$ cat config.mk
export PLATFORM = sky130hd
export DESIGN_NAME = lru_cache_with_victim_writeback_core
export DESIGN_NICKNAME = d
export VERILOG_FILES = /design/src/hdl/lrucwb_pkg.sv /design/src/hdl/lru_cache_with_victim_writeback_core.sv /design/src/hdl/lrucwb_scan.sv
export SDC_FILE = /design/constraint.sdc
export NUM_CORES = 2
export LEC_CHECK = 0
export BUFFER_PORTS_ARGS = -buffer_cell sky130_fd_sc_hd__buf_2
export CAP_MARGIN = 20
export CELL_PAD_IN_SITES_DETAIL_PLACEMENT = 0
export CELL_PAD_IN_SITES_GLOBAL_PLACEMENT = 1
export CORE_MARGIN = 8
export CORE_UTILIZATION = 58
export CTS_CLUSTER_DIAMETER = 120
export DETAILED_ROUTE_END_ITERATION = 7
export GPL_ROUTABILITY_DRIVEN = 1
export PLACE_DENSITY = 0.95
export SYNTH_ARGS = -nofsm -noshare
export SYNTH_HDL_FRONTEND = slang
export SYNTH_SLANG_ARGS = --single-unit
$ cat constraint.sdc
create_clock -name clk -period 15.5 [get_ports clk]
set_input_delay 3.1 -clock clk [delete_from_list [all_inputs] [get_ports clk]]
set_output_delay 3.1 -clock clk [all_outputs]
set_load 0.005 [all_outputs]
$ cat src/hdl/lrucwb_pkg.sv
// Shared types and constants for the LRU cache with victim write-back.
// Request/response beats, state encoding and scan status flags.
// No dependencies.
package lrucwb_pkg;

  localparam int KEY_W   = 32;
  localparam int VALUE_W = 32;
  localparam int CAP_W   = 5;

  localparam logic [CAP_W-1:0] CAP_RESET = 5'd16;

  typedef enum logic {
    OP_PUT = 1'b0,
    OP_GET = 1'b1
  } op_t;

  typedef struct packed {
    op_t                op;
    logic [KEY_W-1:0]   key;
    logic [VALUE_W-1:0] value;
  } req_t;

  typedef struct packed {
    logic               hit;
    logic [VALUE_W-1:0] read_value;
    logic               miss_to_backing;
    logic               victim_valid;
    logic [KEY_W-1:0]   victim_key;
    logic [VALUE_W-1:0] victim_value;
  } rsp_t;

  typedef enum logic [1:0] {
    ST_IDLE,
    ST_SCAN,
    ST_READ,
    ST_RESP
  } state_t;

  typedef struct packed {
    logic hit;
    logic free_ok;
    logic vic_ok;
  } scan_flags_t;

endpackage

$ cat src/hdl/lru_cache_with_victim_writeback_core.sv
// LRU key/value cache with victim write-back, one shared key compare per cycle.
// Steps: the start beat is taken in idle, every entry is scanned, then the read and response
// states follow and the result strobe is registered. Items are not overlapped: the key store's
// single read port scans one entry per cycle; a new start is taken as the strobe ends.
// Reset: all entries invalid, occupancy zero, capacity 16; the receiver cannot stall.
module lru_cache_with_victim_writeback_core
  import lrucwb_pkg::*;
#(
  parameter int MAX_ENTRIES = 16
) (
  input  logic             clk,
  input  logic             rst,
  input  logic             start,
  output logic             busy,
  input  req_t             req,
  output logic             done,
  output rsp_t             rsp,
  input  logic             cfg_valid,
  output logic             cfg_ready,
  input  logic [CAP_W-1:0] cfg_data
);

  localparam int IW = $clog2(MAX_ENTRIES);
  localparam int CW = $clog2(MAX_ENTRIES + 1);
  localparam int EW = (CW > CAP_W) ? CW : CAP_W;

  state_t               state, state_next;
  logic [CW-1:0]        cnt;
  op_t                  op_q;
  logic [KEY_W-1:0]     key_in;
  logic [VALUE_W-1:0]   val_in;
  logic [CAP_W-1:0]     cap;
  logic [CW-1:0]        occ;
  logic [MAX_ENTRIES-1:0] valid;
  logic [IW-1:0]        age [MAX_ENTRIES];

  logic [KEY_W-1:0]     key_mem [MAX_ENTRIES];
  logic [VALUE_W-1:0]   val_mem [MAX_ENTRIES];
  logic [KEY_W-1:0]     key_rd;
  logic [VALUE_W-1:0]   val_rd;
  logic [IW-1:0]        key_addr;
  logic [IW-1:0]        sel_slot;

  logic                 ev_on;
  logic [IW-1:0]        ev_idx;

  scan_flags_t          flags;
  logic [IW-1:0]        hit_slot, hit_age, free_slot, vic_slot;

  logic [EW-1:0]        eff_cap;
  logic                 evict;
  logic                 slot_ok;
  logic [IW-1:0]        ins_slot;
  logic [IW-1:0]        wr_slot;
  logic                 do_touch, do_insert, do_val_wr;
  logic                 accept;
  logic                 scan_last;
  logic                 done_next;
  rsp_t                 rsp_next;

  assign accept    = start && !busy;
  assign cfg_ready = 1'b1;
  assign scan_last = (cnt == CW'(MAX_ENTRIES));

  lrucwb_scan #(
    .MAX_ENTRIES(MAX_ENTRIES)
  ) u_scan (
    .clk       (clk),
    .rst       (rst),
    .clear     (accept),
    .beat      (ev_on),
    .idx       (ev_idx),
    .valid     (valid[ev_idx]),
    .age       (age[ev_idx]),
    .key_match (key_rd == key_in),
    .flags     (flags),
    .hit_slot  (hit_slot),
    .hit_age   (hit_age),
    .free_slot (free_slot),
    .vic_slot  (vic_slot)
  );

  always_comb begin
    state_next = state;
    unique case (state)
      ST_IDLE: if (start) state_next = ST_SCAN;
      ST_SCAN: if (scan_last) state_next = ST_READ;
      ST_READ: state_next = ST_RESP;
      ST_RESP: state_next = ST_IDLE;
      default: state_next = ST_IDLE;
    endcase
  end

  always_comb begin
    busy      = (state != ST_IDLE);
    done_next = (state == ST_RESP);

    if (cap == '0) begin
      eff_cap = EW'(1);
    end else if (EW'(cap) > EW'(MAX_ENTRIES)) begin
      eff_cap = EW'(MAX_ENTRIES);
    end else begin
      eff_cap = EW'(cap);
    end

    evict    = (op_q == OP_PUT) && !flags.hit && flags.vic_ok &&
               (EW'(occ) >= eff_cap) && (occ != '0);
    slot_ok  = evict || flags.free_ok;
    ins_slot = (evict && (!flags.free_ok || vic_slot < free_slot)) ? vic_slot : free_slot;
    sel_slot = flags.hit ? hit_slot : vic_slot;
    key_addr = (state == ST_SCAN) ? cnt[IW-1:0] : sel_slot;
    wr_slot  = flags.hit ? hit_slot : ins_slot;

    do_touch  = (state == ST_RESP) && flags.hit;
    do_insert = (state == ST_RESP) && (op_q == OP_PUT) && !flags.hit && slot_ok;
    do_val_wr = (do_touch && (op_q == OP_PUT)) || do_insert;

    rsp_next = '0;
    if (op_q == OP_GET) begin
      if (flags.hit) begin
        rsp_next.hit        = 1'b1;
        rsp_next.read_value = val_rd;
      end else begin
        rsp_next.miss_to_backing = 1'b1;
      end
    end else if (flags.hit) begin
      rsp_next.hit = 1'b1;
    end else if (evict) begin
      rsp_next.victim_valid = 1'b1;
      rsp_next.victim_key   = key_rd;
      rsp_next.victim_value = val_rd;
    end
  end

  // control state
  always_ff @(posedge clk) begin
    if (rst) begin
      state <= ST_IDLE;
      done  <= 1'b0;
      ev_on <= 1'b0;
      cap   <= CAP_RESET;
      occ   <= '0;
      valid <= '0;
      for (int i = 0; i < MAX_ENTRIES; i++) begin
        age[i] <= '0;
      end
    end else begin
      state <= state_next;
      done  <= done_next;
      ev_on <= (state == ST_SCAN) && !scan_last;
      if (cfg_valid && cfg_ready) begin
        cap <= cfg_data;
      end
      if (do_touch) begin
        for (int i = 0; i < MAX_ENTRIES; i++) begin
          if (IW'(i) == hit_slot) begin
            age[i] <= '0;
          end else if (valid[i] && age[i] < hit_age) begin
            age[i] <= age[i] + 1'b1;
          end
        end
      end
      if (do_insert) begin
        for (int i = 0; i < MAX_ENTRIES; i++) begin
          if (IW'(i) == ins_slot) begin
            age[i]   <= '0;
            valid[i] <= 1'b1;
          end else if (evict && IW'(i) == vic_slot) begin
            valid[i] <= 1'b0;
          end else if (valid[i]) begin
            age[i] <= age[i] + 1'b1;
          end
        end
        if (!evict) begin
          occ <= occ + 1'b1;
        end
      end
    end
  end

  // payload
  always_ff @(posedge clk) begin
    if (accept) begin
      op_q   <= req.op;
      key_in <= req.key;
      val_in <= req.value;
      cnt    <= '0;
    end else if (state == ST_SCAN) begin
      cnt <= cnt + 1'b1;
    end
    ev_idx <= cnt[IW-1:0];
    if (state == ST_RESP) begin
      rsp <= rsp_next;
    end
  end

  // key and value stores
  always_ff @(posedge clk) begin
    key_rd <= key_mem[key_addr];
    val_rd <= val_mem[sel_slot];
    if (do_insert) begin
      key_mem[ins_slot] <= key_in;
    end
    if (do_val_wr) begin
      val_mem[wr_slot] <= val_in;
    end
  end

  a_done_single: assert property (@(posedge clk) disable iff (rst)
    done |=> !done)
    else $error("result strobe held longer than one cycle");

  a_busy_ends_with_beat: assert property (@(posedge clk) disable iff (rst)
    $fell(busy) |-> done)
    else $error("busy dropped without a result beat");

  a_occ_matches_valid: assert property (@(posedge clk) disable iff (rst)
    $countones(valid) == 32'(occ))
    else $error("occupancy out of step with valid marks");

  a_occ_bound: assert property (@(posedge clk) disable iff (rst)
    occ <= CW'(MAX_ENTRIES))
    else $error("occupancy above entry count");

endmodule

$ cat src/hdl/lrucwb_scan.sv
// Entry scan tracker: takes one entry per beat and keeps the matching slot,
// the lowest free slot and the oldest valid slot.
// Depends on lrucwb_pkg.
module lrucwb_scan
  import lrucwb_pkg::*;
#(
  parameter int MAX_ENTRIES = 16
) (
  input  logic                               clk,
  input  logic                               rst,
  input  logic                               clear,
  input  logic                               beat,
  input  logic [$clog2(MAX_ENTRIES)-1:0]     idx,
  input  logic                               valid,
  input  logic [$clog2(MAX_ENTRIES)-1:0]     age,
  input  logic                               key_match,
  output scan_flags_t                        flags,
  output logic [$clog2(MAX_ENTRIES)-1:0]     hit_slot,
  output logic [$clog2(MAX_ENTRIES)-1:0]     hit_age,
  output logic [$clog2(MAX_ENTRIES)-1:0]     free_slot,
  output logic [$clog2(MAX_ENTRIES)-1:0]     vic_slot
);

  localparam int IW = $clog2(MAX_ENTRIES);

  logic [IW-1:0] vic_age;

  always_ff @(posedge clk) begin
    if (rst) begin
      flags <= '0;
    end else if (clear) begin
      flags <= '0;
    end else if (beat) begin
      if (valid && key_match && !flags.hit) begin
        flags.hit <= 1'b1;
      end
      if (!valid && !flags.free_ok) begin
        flags.free_ok <= 1'b1;
      end
      if (valid && (!flags.vic_ok || age > vic_age)) begin
        flags.vic_ok <= 1'b1;
      end
    end
  end

  always_ff @(posedge clk) begin
    if (beat && !clear) begin
      if (valid && key_match && !flags.hit) begin
        hit_slot <= idx;
        hit_age  <= age;
      end
      if (!valid && !flags.free_ok) begin
        free_slot <= idx;
      end
      if (valid && (!flags.vic_ok || age > vic_age)) begin
        vic_slot <= idx;
        vic_age  <= age;
      end
    end
  end

  a_clear_empties: assert property (@(posedge clk) disable iff (rst)
    clear |=> (flags == '0))
    else $error("scan flags not cleared");

endmodule

==> run summary <==
Status - complete, no violations
Final Hold Vio Count - 0
Switching power of the nets - 2280 uW
Clk pwr share - 0.388
Initial antenna violation count - 4
Final worst-path cycle share - 0.3233
Final setup margin - 10.49 ns
Final setup viols - 0
Met3 wire length - 16.49 mm
Synthesized cell area - 54800 um^2
Synth-to-Final Area Change - 13.39%
Worst Hold Launch - cnt[1]$_SDFFE_PP0P_
Synth Flop Type - edfxtp_1
M1 wire length - 48.06 mm
Met2 WL post-DR - 70.55 mm
CP Data Arrival Time - 5.61 ns
Rows - 112
Critical path class - flip-flop to flip-flop
Crit path cell chain - buf_4 > nand2_1 > a21boi_4 > buf_12 > mux2_8 > buf_4 > mux4_2 > a22oi_1 > nand2_1
Comb pwr share - 0.109
Routed Antenna Nets - 0
Tot GR Track Use - 0.2688
# port buffers - 174
Drt initial violations - 4610
Clk pin slew, worst setup/hold paths - 0.06 ns
Share of cells above drive strength 1 - 0.2440
TritonCTS clock tree - yes
Crit-path leading delay family - buffers and inverters
Footprint of the multi-input gates - 13880 um^2
Crit Path Max Fanout - 129
Vias in the first global route - 31660
Hold WS - 0.4253 ns
Chip Height - 323.4 um
Reg-to-reg startpoint - u_scan.flags[2]$_SDFFE_PP0P_
IO Count - 176
Largest net degree at the start of global routing - 130
CTS root buf - clkbuf_16
Clk sinks - 1378
Hold Path Stages - 0
Total Nets Final - 3330
Wire per inst - 31.25 um
WP depth - 9
Reg2reg end - key_rd[30]$_DFF_P_
Starting Density - 0.5863
Syn. warnings - 0
Syn Area/Cell - 18.59 um^2
Post-Syn Instances - 2948
GPL Wtd Cong - 0.9536
Reg2reg setup slack - 10.49 ns
Post-DP HPWL - 72.79 mm
DP Cell Count - 4284
Htree depth - 4
Rel. slew slack - 0.2278
Hold Buf Count CTS - 0
Synth unique cells - 82
Non-filler cells, final - 4542
Slowest stage cell, crit path - mux2_8
Sw Share - 0.2492
Setup TNS - 0 ns
Post-route DRC - 0
Worst r2r path cells - 9
RSZ-0062 raised after global routing - false
Via count - 30600
Filler cells - 5691
Worst Tran Pin Value - 1.158 ns
Router iterations before antenna repair - 7
Worst Skew - 0.04157 ns
Slowest Stage Delay on Critical Path - 1.02 ns
Synthesis-stage register bit count - 1378
Pwr dens - 147.2 nW/um^2
Min-Delay Path Class - flip-flop to flip-flop
WHS Endpoint - ev_idx[1]$_DFF_P_
Cell internal pwr - 6868 uW
Synthesized net count - 3107
Top Layer Used - met4
DR vias/cell - 6.737
Grt ovf - 0
Core area - 93470 um^2
Clk_lat worst skew - 0.75 ns
Final Max Tran Viols - 0
Flop pwr share - 0.504
Chip width - 323.4 um
Min cycle time layout - 5.011 ns
Register area - 40320 um^2
Routed wire length - 141.9 mm
Max Cap Viol - 0
Global-route wire length before repair - 205.9 mm
Asr flop ratio synth - 0
WP data required - 16.10 ns
Buf/Inv on CP - 3
Post-synth EDFFs - 1272
Die Footprint - 104600 um^2
Worst vdd ir - 0.1122 mV
TritonCTS Buffers - 137
Startpoint Class - flip-flop
Fmax - 0.1996 GHz
Setup Buffers After CTS - 0
Clock tree buffer depth - 3
Sequential element share of the synthesized area - 0.7357
Leakage power total - 0.02131 uW
Worst setup EP type - flip-flop
Post-Place Setup Slack - 9.955 ns
PostCTS Resize Cnt - 0
==> cell type report <==
| class | count | area share |
|---|---|---|
| Sequential cell | 1378 | 0.6488 |
| Multi-Input combinational cell | 1379 | 0.2233 |
| Clock buffer | 188 | 0.06218 |
| Tap cell | 1254 | 0.02525 |
| Timing Repair Buffer | 231 | 0.02207 |
| Clock inverter | 67 | 0.01568 |
| Inverter | 44 | 0.002658 |
| Antenna cell | 1 | 0.00004027 |
==> Yosys cell counts (5+ instances only) <==
master	number	area [um^2]
nand2b_1	25	156.4
clkbuf_1	73	274.0
inv_1	43	161.4
edfxtp_1	1272	38200
nor2_1	101	379.1
o21ai_1	5	25.02
o21ai_0	40	200.2
nor3_1	16	80.08
a31oi_1	50	312.8
a211oi_1	16	120.1
mux4_2	275	6193
mux2i_1	15	150.1
a21o_1	19	142.6
mux2_2	8	90.09
and3_1	133	832.1
a21oi_1	24	120.1
a22oi_1	64	480.5
buf_4	18	135.1
mux4_1	5	131.4
nor4_1	15	93.84
ha_1	85	1064
nor2b_1	30	187.7
o21a_1	5	37.54
or3_1	6	37.54
nor3b_1	7	52.55
a211o_1	7	61.31
nand3_1	51	255.2
xor2_1	47	411.6
xnor2_1	22	192.7
buf_2	30	150.1
o211ai_1	9	67.56
dfxtp_1	106	2122
nand4_1	7	43.79
nor4b_1	6	52.55
nand2_1	211	792.0
buf_1	21	78.83
==> flip-flops by register name, indices dropped and copies added (netlist names), 5 cells and up <==
signal,count
age,64
cap,5
cnt,5
key_in,32
key_mem,512
key_rd,32
occ,5
rsp,99
val_in,32
val_mem,512
val_rd,32
valid,16
==> per-layer routing <==
metal / track usage / vias to the layer above
met1: 0.3332 / 15420
li1: - / 12330
met3: 0.06367 / 437
met2: 0.4486 / 2408
met4: 0.1275 / 0
met5: 0 / -
==> placed cells by master (no fill, tap or decap), types with 8 or more instances in the layout <==
master,n
edfxtp_1,1272
mux4_2,275
nand2_1,211
buf_2,174
clkbuf_16,140
and3_1,133
dfxtp_1,105
nor2_1,89
ha_1,84
a22oi_1,64
buf_4,53
nand3_1,51
a31oi_1,50
xor2_1,47
inv_1,42
o21ai_0,38
nor2b_1,30
clkbuf_1,30
nand2b_1,25
a21oi_1,24
xnor2_1,22
clkinv_2,21
a21o_1,19
bufinv_16,19
clkbuf_8,18
a211oi_1,16
mux2i_1,15
nor3_1,15
nor4_1,12
o211ai_1,9
nor2_4,8
==> logic make-up after synthesis <==
logic type      after synthesis  share of synthesized area
simple gates                629                    0.05795
buf+inv                     191                    0.01584
fa+ha+maj                    85                    0.01941
flops                      1378                     0.7357
xor+xnor                     69                    0.01103
compound gates              290                    0.03970
other cells                   1                 0.00006843
mux                         305                     0.1203
==> how the worst max path moves through the flow <==
| stage | from | to | slack, ns |
|---|---|---|---|
| finish | u_scan.flags[2]$_SDFFE_PP0P_ | key_rd[30]$_DFF_P_ | 10.49 |
| CTS | u_scan.flags[2]$_SDFFE_PP0P_ | key_rd[30]$_DFF_P_ | 10.25 |
| floorplan | state[0]$_SDFFE_PP0P_ | val_mem[1][0]$_DFFE_PP_ | 8.06 |
| detailed placement | rst | age[8][2]$_DFFE_PP_ | 9.96 |
| global placement | rst | age[8][0]$_DFFE_PP_ | 10.04 |
| global route | u_scan.flags[2]$_SDFFE_PP0P_ | key_rd[30]$_DFF_P_ | 10.08 |
==> stage by stage <==
stage                     power [uW]    util  cell area [um^2]
final                           9149  0.6648             62140
after global placement          5559  0.6122             57220
after floorplan                 5248       -             54800
after global routing            9383  0.6648             62140
after detailed placement        5628  0.6125             57250
after CTS                       9158  0.6642             62080
==> power by group through the flow <==
stage | Sequential, uW | Clock [uW] | Combinational (uW)
after floorplan | 4590 | 0 | 655
after global placement | 4650 | 0 | 912
after detailed placement | 4670 | 0 | 954
after CTS | 4600 | 3570 | 985
after global routing | 4630 | 3710 | 1050
final | 4610 | 3550 | 993
No activity file was read; power rests on OpenSTA's default activity.
